File: src/rtl/bmh_pkg.sv
package bmh_pkg;

  localparam int TEMP_W   = 10;
  localparam int MEAN_W   = 8;
  localparam int HIST_W   = 10;
  localparam int COUNT_W  = 16;
  // old*4*n + t needs 26 bits signed; its magnitude fits in 25
  localparam int SUM_W    = 27;
  localparam int DIV_W    = 26;

  localparam logic signed [TEMP_W-1:0] TEMP_MAX   = 10'sd508;
  localparam logic signed [TEMP_W-1:0] TEMP_MIN   = -10'sd508;
  localparam logic signed [MEAN_W-1:0] UNDEF_MARK = -8'sd128;
  localparam logic signed [MEAN_W-1:0] MEAN_MAX   = 8'sd127;
  localparam logic [COUNT_W-1:0]       BUCKET_RESET = 16'd338;

endpackage

File: src/rtl/bucketed_mean_history_minmax_unit.sv
// Each sample goes through load, restoring divide, slot write, min/max scan and drain
// before its result beat is loaded, and no new sample is taken until then. One
// restoring-divider bit per cycle, plus one history-memory read per cycle for the min/max scan.
// Reset (rst, synchronous): slot index and count clear, bucket_samples returns to 338,
// then a clearing pass writes the undefined marker to every slot;
// s_axis_tready stays low during that pass.
module bucketed_mean_history_minmax_unit
  import bmh_pkg::*;
#(
  parameter int HISTORY_DEPTH = 256
) (
  input  logic        clk,
  input  logic        rst,
  input  logic        cfg_we,
  input  logic [15:0] cfg_wdata,      // bucket_samples
  input  logic        s_axis_tvalid,
  output logic        s_axis_tready,
  input  logic [15:0] s_axis_tdata,   // [9:0] temperature, [15:10] zero
  output logic        m_axis_tvalid,
  input  logic        m_axis_tready,
  output logic [31:0] m_axis_tdata    // [7:0] slot_mean, [17:8] history_min,
                                      // [27:18] history_max, [31:28] zero
);

  localparam int AW = (HISTORY_DEPTH > 1) ? $clog2(HISTORY_DEPTH) : 1;
  localparam logic [AW-1:0] LAST_ADDR = AW'(HISTORY_DEPTH - 1);
  localparam int DCW = $clog2(DIV_W);
  localparam logic [DCW-1:0] DIV_LAST = DCW'(DIV_W - 1);

  typedef enum logic [2:0] {
    ST_CLEAR, ST_IDLE, ST_LOAD, ST_DIV, ST_FIN, ST_SCAN, ST_DRAIN, ST_DONE
  } state_t;

  state_t state;

  logic signed [MEAN_W-1:0] mem [HISTORY_DEPTH];
  logic signed [MEAN_W-1:0] rdata;
  logic [AW-1:0]            rd_addr;
  logic                     wr_en;
  logic [AW-1:0]            wr_addr;
  logic signed [MEAN_W-1:0] wr_data;

  logic [COUNT_W-1:0]       bucket_samples;
  logic [AW-1:0]            slot_index;
  logic [COUNT_W-1:0]       slot_count;
  logic [AW-1:0]            scan_addr;
  logic                     pend;

  logic signed [TEMP_W-1:0] temp;
  logic [COUNT_W-1:0]       divisor;
  logic                     neg;
  logic [DIV_W-1:0]         dq;
  logic [COUNT_W-1:0]       rem;
  logic [DCW-1:0]           div_cnt;

  logic signed [MEAN_W-1:0] mean;
  logic signed [MEAN_W-1:0] lo;
  logic signed [MEAN_W-1:0] hi;

  // input saturation
  logic signed [TEMP_W-1:0] t_in;
  logic signed [TEMP_W-1:0] t_sat;
  assign t_in  = $signed(s_axis_tdata[TEMP_W-1:0]);
  assign t_sat = (t_in > TEMP_MAX) ? TEMP_MAX : ((t_in < TEMP_MIN) ? TEMP_MIN : t_in);

  assign s_axis_tready = (state == ST_IDLE);

  // accumulate: old*4*n + t, old ignored when n is zero
  logic signed [MEAN_W-1:0] old_eff;
  logic signed [24:0]       prod;
  logic signed [SUM_W-1:0]  sum;
  logic [SUM_W-1:0]         sum_abs;
  logic [COUNT_W-1:0]       cnt_inc;
  always_comb begin
    old_eff = (slot_count == '0) ? '0 : rdata;
    prod    = old_eff * $signed({1'b0, slot_count});
    sum     = (SUM_W'(prod) <<< 2) + SUM_W'(temp);
    sum_abs = sum[SUM_W-1] ? (SUM_W'(0) - sum) : sum;
    cnt_inc = slot_count + 16'd1;
    if (cnt_inc == '0) begin
      cnt_inc = 16'd1;
    end
  end

  // one restoring-divide step
  logic [COUNT_W:0] rem_sh;
  logic [COUNT_W:0] rem_sub;
  logic             qbit;
  always_comb begin
    rem_sh  = {rem, dq[DIV_W-1]};
    rem_sub = rem_sh - {1'b0, divisor};
    qbit    = (rem_sh >= {1'b0, divisor});
  end

  // final mean: truncate by four, clamp, restore sign
  logic [DIV_W-3:0]  q4;
  logic [MEAN_W-1:0] mag8;
  logic signed [MEAN_W-1:0] mean_fin;
  always_comb begin
    q4       = dq[DIV_W-1:2];
    mag8     = (q4 > (DIV_W-2)'(MEAN_MAX)) ? MEAN_MAX : {1'b0, q4[MEAN_W-2:0]};
    mean_fin = neg ? $signed(MEAN_W'(0) - mag8) : $signed(mag8);
  end

  // min/max fold of the value that came back from the memory
  logic signed [MEAN_W-1:0] fold_lo;
  logic signed [MEAN_W-1:0] fold_hi;
  always_comb begin
    fold_lo = lo;
    fold_hi = hi;
    if (pend && rdata != UNDEF_MARK) begin
      if (rdata < lo) fold_lo = rdata;
      if (rdata > hi) fold_hi = rdata;
    end
  end

  always_comb begin
    rd_addr = (state == ST_IDLE) ? slot_index : scan_addr;
    wr_en   = 1'b0;
    wr_addr = scan_addr;
    wr_data = UNDEF_MARK;
    if (state == ST_CLEAR) begin
      wr_en = 1'b1;
    end else if (state == ST_FIN) begin
      wr_en   = 1'b1;
      wr_addr = slot_index;
      wr_data = mean_fin;
    end
  end

  always_ff @(posedge clk) begin
    if (wr_en) begin
      mem[wr_addr] <= wr_data;
    end
    rdata <= mem[rd_addr];
  end

  always_ff @(posedge clk) begin
    if (rst) begin
      state          <= ST_CLEAR;
      bucket_samples <= BUCKET_RESET;
      slot_index     <= '0;
      slot_count     <= '0;
      scan_addr      <= '0;
      pend           <= 1'b0;
      m_axis_tvalid  <= 1'b0;
    end else begin
      if (cfg_we) begin
        bucket_samples <= cfg_wdata;
      end
      // drop the taken beat; ST_DONE reloads it itself
      if (m_axis_tvalid && m_axis_tready && state != ST_DONE) begin
        m_axis_tvalid <= 1'b0;
      end
      unique case (state)
        ST_CLEAR: begin
          if (scan_addr == LAST_ADDR) begin
            scan_addr <= '0;
            state     <= ST_IDLE;
          end else begin
            scan_addr <= scan_addr + 1'b1;
          end
        end
        ST_IDLE: begin
          if (s_axis_tvalid) begin
            temp  <= t_sat;
            state <= ST_LOAD;
          end
        end
        ST_LOAD: begin
          neg     <= sum[SUM_W-1];
          dq      <= sum_abs[DIV_W-1:0];
          rem     <= '0;
          divisor <= cnt_inc;
          div_cnt <= '0;
          state   <= ST_DIV;
        end
        ST_DIV: begin
          rem     <= qbit ? rem_sub[COUNT_W-1:0] : rem_sh[COUNT_W-1:0];
          dq      <= {dq[DIV_W-2:0], qbit};
          div_cnt <= div_cnt + 1'b1;
          if (div_cnt == DIV_LAST) begin
            state <= ST_FIN;
          end
        end
        ST_FIN: begin
          mean <= mean_fin;
          if (divisor >= bucket_samples) begin
            slot_count <= '0;
            slot_index <= (slot_index == LAST_ADDR) ? '0 : slot_index + 1'b1;
          end else begin
            slot_count <= divisor;
          end
          lo        <= MEAN_MAX;
          hi        <= UNDEF_MARK;
          scan_addr <= '0;
          pend      <= 1'b0;
          state     <= ST_SCAN;
        end
        ST_SCAN: begin
          lo   <= fold_lo;
          hi   <= fold_hi;
          pend <= 1'b1;
          if (scan_addr == LAST_ADDR) begin
            state <= ST_DRAIN;
          end else begin
            scan_addr <= scan_addr + 1'b1;
          end
        end
        ST_DRAIN: begin
          lo    <= fold_lo;
          hi    <= fold_hi;
          pend  <= 1'b0;
          state <= ST_DONE;
        end
        ST_DONE: begin
          // hold until the previous result beat has left
          if (!m_axis_tvalid || m_axis_tready) begin
            m_axis_tdata  <= {4'b0, hi, 2'b00, lo, 2'b00, mean};
            m_axis_tvalid <= 1'b1;
            state         <= ST_IDLE;
          end
        end
        default: state <= ST_IDLE;
      endcase
    end
  end

endmodule

File: config.mk
export PLATFORM = sky130hd
export DESIGN_NAME = bucketed_mean_history_minmax_unit
export DESIGN_NICKNAME = d
export VERILOG_FILES = /design/src/rtl/bmh_pkg.sv /design/src/rtl/bucketed_mean_history_minmax_unit.sv
export SDC_FILE = /design/constraint.sdc
export NUM_CORES = 2
export LEC_CHECK = 0
export BUFFER_PORTS_ARGS = -buffer_cell sky130_fd_sc_hd__clkbuf_2
export CAP_MARGIN = 20
export CORE_ASPECT_RATIO = 1.1
export CORE_MARGIN = 10
export CORE_UTILIZATION = 55
export DETAILED_ROUTE_END_ITERATION = 10
export PLACE_DENSITY = 0.71
export RECOVER_POWER = 100
export SLEW_MARGIN = 20
export SYNTH_ARGS = -nofsm -noshare
export SYNTH_HDL_FRONTEND = slang
export SYNTH_SLANG_ARGS = --single-unit
File: constraint.sdc
create_clock -name clk -period 12.25 [get_ports clk]
set_input_delay 3.675 -clock clk [delete_from_list [all_inputs] [get_ports clk]]
set_output_delay 3.675 -clock clk [all_outputs]
set_load 0.05 [all_outputs]
**Word level (Yosys, flattened, before mapping)**

Memory sizes are Yosys's and may differ from the RTL's. A register that Yosys moved wholly into a read port is not among the register bits.
Cells that the tools add are included.

- Register bits: 175
- Bits in writable memories: 2048
- Bits of input ports: 37
- Output and inout port bits: 34
- Memories kept: 1

- Add/sub/neg operators: 8
- Multiply operators: 1
- Magnitude comparators: 7
- Equality and inequality tests: 21
- Muxes and demuxes: 39
- Bitwise gates (word level): 1
- Reduce and logical (&&, ||, !) cells: 25

Memories:

| name | depth | bits a word | rd ports | clocked after memory_dff | wr ports | line | RTL |
|---|---|---|---|---|---|---|---|
| mem | 256 | 8 | 1 | 1 | 1 | bucketed_mean_history_minmax_unit.sv:36 | `logic signed [MEAN_W-1:0] mem [HISTORY_DEPTH];` |

Operators by type and width:

| kind | count |
|---|---|
| 2-to-1 mux 8 bit | 14 |
| one-hot mux 26 bit (2 select lines) | 1 |
| logical NOT 16 bit | 2 |
| 2-to-1 mux 16 bit | 2 |
| one-hot mux 16 bit (2 select lines) | 1 |
| one-hot mux 8 bit (2 select lines) | 2 |
| adder 27 x 10 -> 27 bit | 1 |
| 2-to-1 mux 26 bit | 1 |
| subtractor 1 x 26 -> 26 bit, first input constant | 1 |
| multiplier 8 x 17 -> 25 bit | 1 |
| > comparator 24 x 7 -> 1 bit, second input constant | 1 |
| one-hot mux 3 bit (8 select lines) | 1 |
| one-hot mux 8 bit (3 select lines) | 1 |
| greater-or-equal comparator 17 x 16 -> 1 bit | 1 |
| adder 16 x 1 -> 16 bit, second input constant | 1 |
| adder 8 x 1 -> 8 bit, second input constant | 2 |
| == test 8 bit, second input constant | 2 |
| greater-or-equal comparator 16 bit | 1 |
| subtractor 16 bit | 1 |
| 2-to-1 mux 3 bit | 5 |
| == test 3 bit, second input constant | 4 |
| > comparator 10 bit, second input constant | 1 |
| less-than comparator 10 bit, second input constant | 1 |
| 2-to-1 mux 10 bit | 1 |
| 27 further kinds | 53 |

**Logic depth before layout (Yosys ltp)**

- Word-level depth: 7
- Gate-level depth with buffers: 39

**Worst setup path before layout**

Ideal clock, no wire load.

- Kind: register -> register
- From: register state[0]
- To: memory mem[0][0] (data pin)
- Arrival time: 7.103 ns
- Slack: 3.754 ns
- Cell stages (with the launch flop): 7
- Buffers on the path: 3
- Cells stage by stage: dfxtp_1 -> clkbuf_1 -> nor2_1 -> nand2_1 -> clkbuf_1 -> clkbuf_1 -> nor2_1

- Longest elaborated chain between the ends: 3
- Elaborated cells on any way between the ends: 4
- Classes of those cells: 1 x eq/ne; 2 x mux; 1 x reduce/logical

Ends and longest elaborated chain:

| element | line | RTL |
|---|---|---|
| start: declaration | bucketed_mean_history_minmax_unit.sv:34 | `state_t state;` |
| start signal: assignment | bucketed_mean_history_minmax_unit.sv:140 | `state <= ST_CLEAR;` |
| start signal: assignment | bucketed_mean_history_minmax_unit.sv:159 | `state <= ST_IDLE;` |
| start signal: assignment | bucketed_mean_history_minmax_unit.sv:167 | `state <= ST_LOAD;` |
| == test 3 bit | bucketed_mean_history_minmax_unit.sv:124 | `end else if (state == ST_FIN) begin` |
| 2-to-1 mux 8 bit | bucketed_mean_history_minmax_unit.sv:124 |  |
| 2-to-1 mux 8 bit * | bucketed_mean_history_minmax_unit.sv:122 | `if (state == ST_CLEAR) begin` |
| named net wr_data[0] | bucketed_mean_history_minmax_unit.sv:41 | `logic signed [MEAN_W-1:0] wr_data;` |
| end: declaration | bucketed_mean_history_minmax_unit.sv:36 |  |

The timed path passes the listed nets; every way through them passes the cells marked *.

**Final worst setup path**

- From: register dq[25]
- To: memory mem[146][1] (data pin)

- Longest elaborated chain between the ends: 6

Ends and longest elaborated chain:

| element | line | RTL |
|---|---|---|
| start: declaration | bucketed_mean_history_minmax_unit.sv:52 | `logic [DIV_W-1:0] dq;` |
| start signal: assignment | bucketed_mean_history_minmax_unit.sv:172 | `dq <= sum_abs[DIV_W-1:0];` |
| start signal: assignment | bucketed_mean_history_minmax_unit.sv:180 | `dq <= {dq[DIV_W-2:0], qbit};` |
| > comparator 24 x 7 -> 1 bit * | bucketed_mean_history_minmax_unit.sv:101 | `mag8 = (q4 > (DIV_W-2)'(MEAN_MAX)) ? MEAN_MAX : {1'b0, q4[MEAN_W-2:0]};` |
| 2-to-1 mux 7 bit * | bucketed_mean_history_minmax_unit.sv:101 |  |
| subtractor 1 x 7 -> 8 bit | bucketed_mean_history_minmax_unit.sv:102 | `mean_fin = neg ? $signed(MEAN_W'(0) - mag8) : $signed(mag8);` |
| 2-to-1 mux 8 bit * | bucketed_mean_history_minmax_unit.sv:102 |  |
| named net mean_fin[1] | bucketed_mean_history_minmax_unit.sv:98 | `logic signed [MEAN_W-1:0] mean_fin;` |
| 2-to-1 mux 8 bit * | bucketed_mean_history_minmax_unit.sv:124 |  |
| 2-to-1 mux 8 bit * | bucketed_mean_history_minmax_unit.sv:122 |  |
| named net wr_data[1] | bucketed_mean_history_minmax_unit.sv:41 |  |

Marked as above.

==> results.sh <==
export IMPL_routed_via_density=6.38
export IMPL_hold_viol_final=0
export IMPL_htree_levels=4
export IMPL_cts_resized=0
export IMPL_ir_drop_v=0.000127
export IMPL_routed_wl_um=237000
export IMPL_relSlewSlack_pct=-236
export IMPL_use_met2_pct=38.5
export IMPL_pin_count=71
export IMPL_cp_required_ps=12750
export IMPL_yosys_area_top_type="edfxtp_1"
export IMPL_drcViolationCount=0
export IMPL_synthFlopType="edfxtp_1"
export IMPL_post_synth_most_frequent_cells="2170 x edfxtp_1, 1196 x nand2_1, 408 x nor2_1, 334 x mux4_2, 310 x a311oi_1"
export IMPL_yosysMostFrequentCell="edfxtp_1"
export IMPL_finalMaxSlewViolations=2297
export IMPL_cellLeakagePower_nw=35.1
export IMPL_cts_tree="built"
export IMPL_die_y_um=460
export IMPL_ant_nets=0
export IMPL_multi_input_area_mm2=0.0277
export IMPL_powerDensity_mw_per_mm2=147
export IMPL_syn_cell_area_mm2=0.0966
export IMPL_fin_crit_sh_pct=86.3
export IMPL_grt_use_met1_pct=33.1
export IMPL_ys_seq_area_share_pct=68.7
export IMPL_synth_edf_count=2170
export IMPL_cts_made_buffers=207
export IMPL_worstPathCellList="nor4_1, nand4_1, or4_1, nor2_1, ha_1, inv_1, a21oi_1, and2_0, clkbuf_1, buf_4"
export IMPL_portBuffers=56
export IMPL_critPathLaunchType="register"
export IMPL_hold_path_class="register to register"
export IMPL_slowest_delay_ps=3120
export IMPL_grt_max_degree=213
export IMPL_dieArea_mm2=0.193
export IMPL_cts_setup_buffers=0
export IMPL_final_nets=6749
export IMPL_use_met3_pct=5.03
export IMPL_first_global_vias=56100
export IMPL_synth_top_area_share_pct=67.4
export IMPL_max_freq_mhz=94.5
export IMPL_cts_clk_slew_worst_paths_ps=60
export IMPL_dp_cells=8555
export IMPL_seqCellArea_mm2=0.0664
export IMPL_core_region_area_mm2=0.175
export IMPL_layout_drive_gt1_share_pct=11.4
export IMPL_grt_pass1_wl_um=354000
export IMPL_drv_cap=39
export IMPL_worst_slew_pin_slew_ps=5050
export IMPL_path_class="register to register"
export IMPL_clockBufferDepth=3
export IMPL_drt_initial_drc_count=6698
export IMPL_overflow=0
export IMPL_min_period_ps=10580
export IMPL_routedWlPerCell_um=26.4
export IMPL_tns_ps=0
export IMPL_yosys_warnings=0
export IMPL_grt_busiest_layer="met2"
export IMPL_gp_congestion=0.862
export IMPL_initial_core_util_pct=55.3
export IMPL_cp_end_kind="register"
export IMPL_ys_ff_latch=2231
export IMPL_rsz0062_at_grt="no"
export IMPL_syn_inst=6539
export IMPL_worstSkewPairLatency_ps=870
export IMPL_die_w_um=420
export IMPL_grt_usage_pct=24.2
export IMPL_violations="capacitance limit, slew limit"
export IMPL_setup_viol=0
export IMPL_yosysUniqueCellTypes=84
export IMPL_fillCellCount=12800
export IMPL_postSynth_asyncResetShare_pct=0
export IMPL_antenna_found_initial=8
export IMPL_final_cells=8944
export IMPL_critical_path_slowest_cell="and2_0"
export IMPL_crit_arrival_ps=11070
export IMPL_area_growth_pct=9.04
export IMPL_vias=57100
export IMPL_crit_family="simple AND/OR/NAND/NOR gates"
export IMPL_drtPass1Iterations=7
export IMPL_cts_hold_fix_buffers=0
export IMPL_synth_area_leaders="edfxtp_1 67%, mux4_2 7.8%, nand2_1 4.6%, a311oi_1 2.8%, ha_1 1.8%"
export IMPL_status="finished, violations left"
export IMPL_hpwl_um=137000
export IMPL_fin_skew_ps=43.5
export IMPL_numClockSinks=2231
export IMPL_synth_area_per_cell_um2=14.8
export IMPL_rows=161
export IMPL_root_buffer="clkbuf_16"
export IMPL_crit_buf_inv=3
export IMPL_cp_max_fo=96
[logic make-up (layout without fill, tap and decap cells)]
| family | after synthesis | count (layout) | synth area share [%] |
|---|---|---|---|
| buffers and inverters | 635 | 747 | 2.83 |
| multiplexers | 369 | 369 | 8.16 |
| AND/OR/NAND/NOR | 2328 | 2328 | 10.6 |
| XOR/XNOR | 62 | 62 | 0.562 |
| AO/OA/AOI/OAI | 684 | 684 | 5.46 |
| other | 1 | 12 | 0.00388 |
| adder cells (fa/ha/maj) | 229 | 229 | 3.64 |
| flip-flops | 2231 | 2231 | 68.7 |
[worst paths after layout]
check / slack, ps / cells past startpoint / start / to
worst max-delay path: 1670 / 10 / dq[25]$_DFFE_PP_ / mem[146][1]$_DFFE_PP_
worst min register to register: 420 / 0 / mean[6]$_DFFE_PP_ / m_axis_tdata[6]$_DFFE_PP_
worst max register to register: 1670 / 10 / dq[25]$_DFFE_PP_ / mem[146][1]$_DFFE_PP_
worst min-delay path: 420 / 0 / mean[6]$_DFFE_PP_ / m_axis_tdata[6]$_DFFE_PP_
[stage by stage]
step | utilization (%) | power, W | hold WS [ps] | worst slack (ps) | area [µm²]
6_report | 60.3 | 0.0155 | 418 | 1670 | 105000
5_1_grt | 60.2 | 0.0159 | 441 | 1050 | 105000
4_1_cts | 60.4 | 0.0155 | 424 | 2810 | 106000
3_5_place_dp | 56.6 | 0.00931 | 410 | 2860 | 99000
3_3_place_gp | 56.6 | 0.00929 | 409 | 2970 | 99000
2_1_floorplan | - | 0.00903 | 400 | 3750 | 96600
[per-layer routing]
| metal | vias up | share of wire (%) |
|---|---|---|
| li1 | 24700 | - |
| met1 | 28900 | 38 |
| met2 | 2932 | 48 |
| met3 | 484 | 10 |
| met4 | 6 | 4.1 |
| met5 | - | 0.016 |
[sequential cells by signal, indices dropped and copies added, names as in the netlist]
name and count:
mem 2048, dq 26, m_axis_tdata 24, bucket_samples 16, divisor 16, rem 16
slot_count 16, temp 10, hi 8, lo 8, mean 8, rdata 8
scan_addr 8, slot_index 8, div_cnt 5, state 3, m_axis_tvalid 1, neg 1
pend 1
[report_power, final]
group / switching (W) / total (W) / internal, W
Sequential: 0.0000217 / 0.00828 / 0.00826
Clock: 0.00281 / 0.00633 / 0.00352
Combinational: 0.000561 / 0.000869 / 0.000309
Total: 0.00339 / 0.0155 / 0.0121
[final cells by class]
type	instances	share of cell area, %
diodes	4	0.00950
clock buffers	254	5.12
flip-flops and latches	2231	63.0
well taps	2282	2.71
repair buffers	152	0.929
inverters	211	0.756
clock inverters	130	1.19
multi-input cells	3680	26.3
[cells in the final DEF, fill, tap and decap left out, types with 18 or more instances in the layout]
cell / n
edfxtp_1: 2170
nand2_1: 1195
nor2_1: 406
mux4_2: 334
a311oi_1: 307
nand3_1: 227
inv_1: 209
clkbuf_16: 208
and3_1: 193
ha_1: 142
clkbuf_1: 101
fa_1: 87
a21oi_1: 78
o21ai_0: 71
dfxtp_1: 61
and2_1: 59
clkinv_1: 48
buf_4: 47
nor3_1: 45
clkinv_2: 45
clkbuf_2: 36
xnor2_1: 34
nand2b_1: 32
nor2b_1: 29
mux2i_1: 29
xor2_1: 27
a21o_1: 27
o211ai_1: 27
or3_1: 27
o41ai_1: 26
nand4_1: 26
nor4_1: 25
bufinv_16: 18
(Power assumes the default switching activity.)
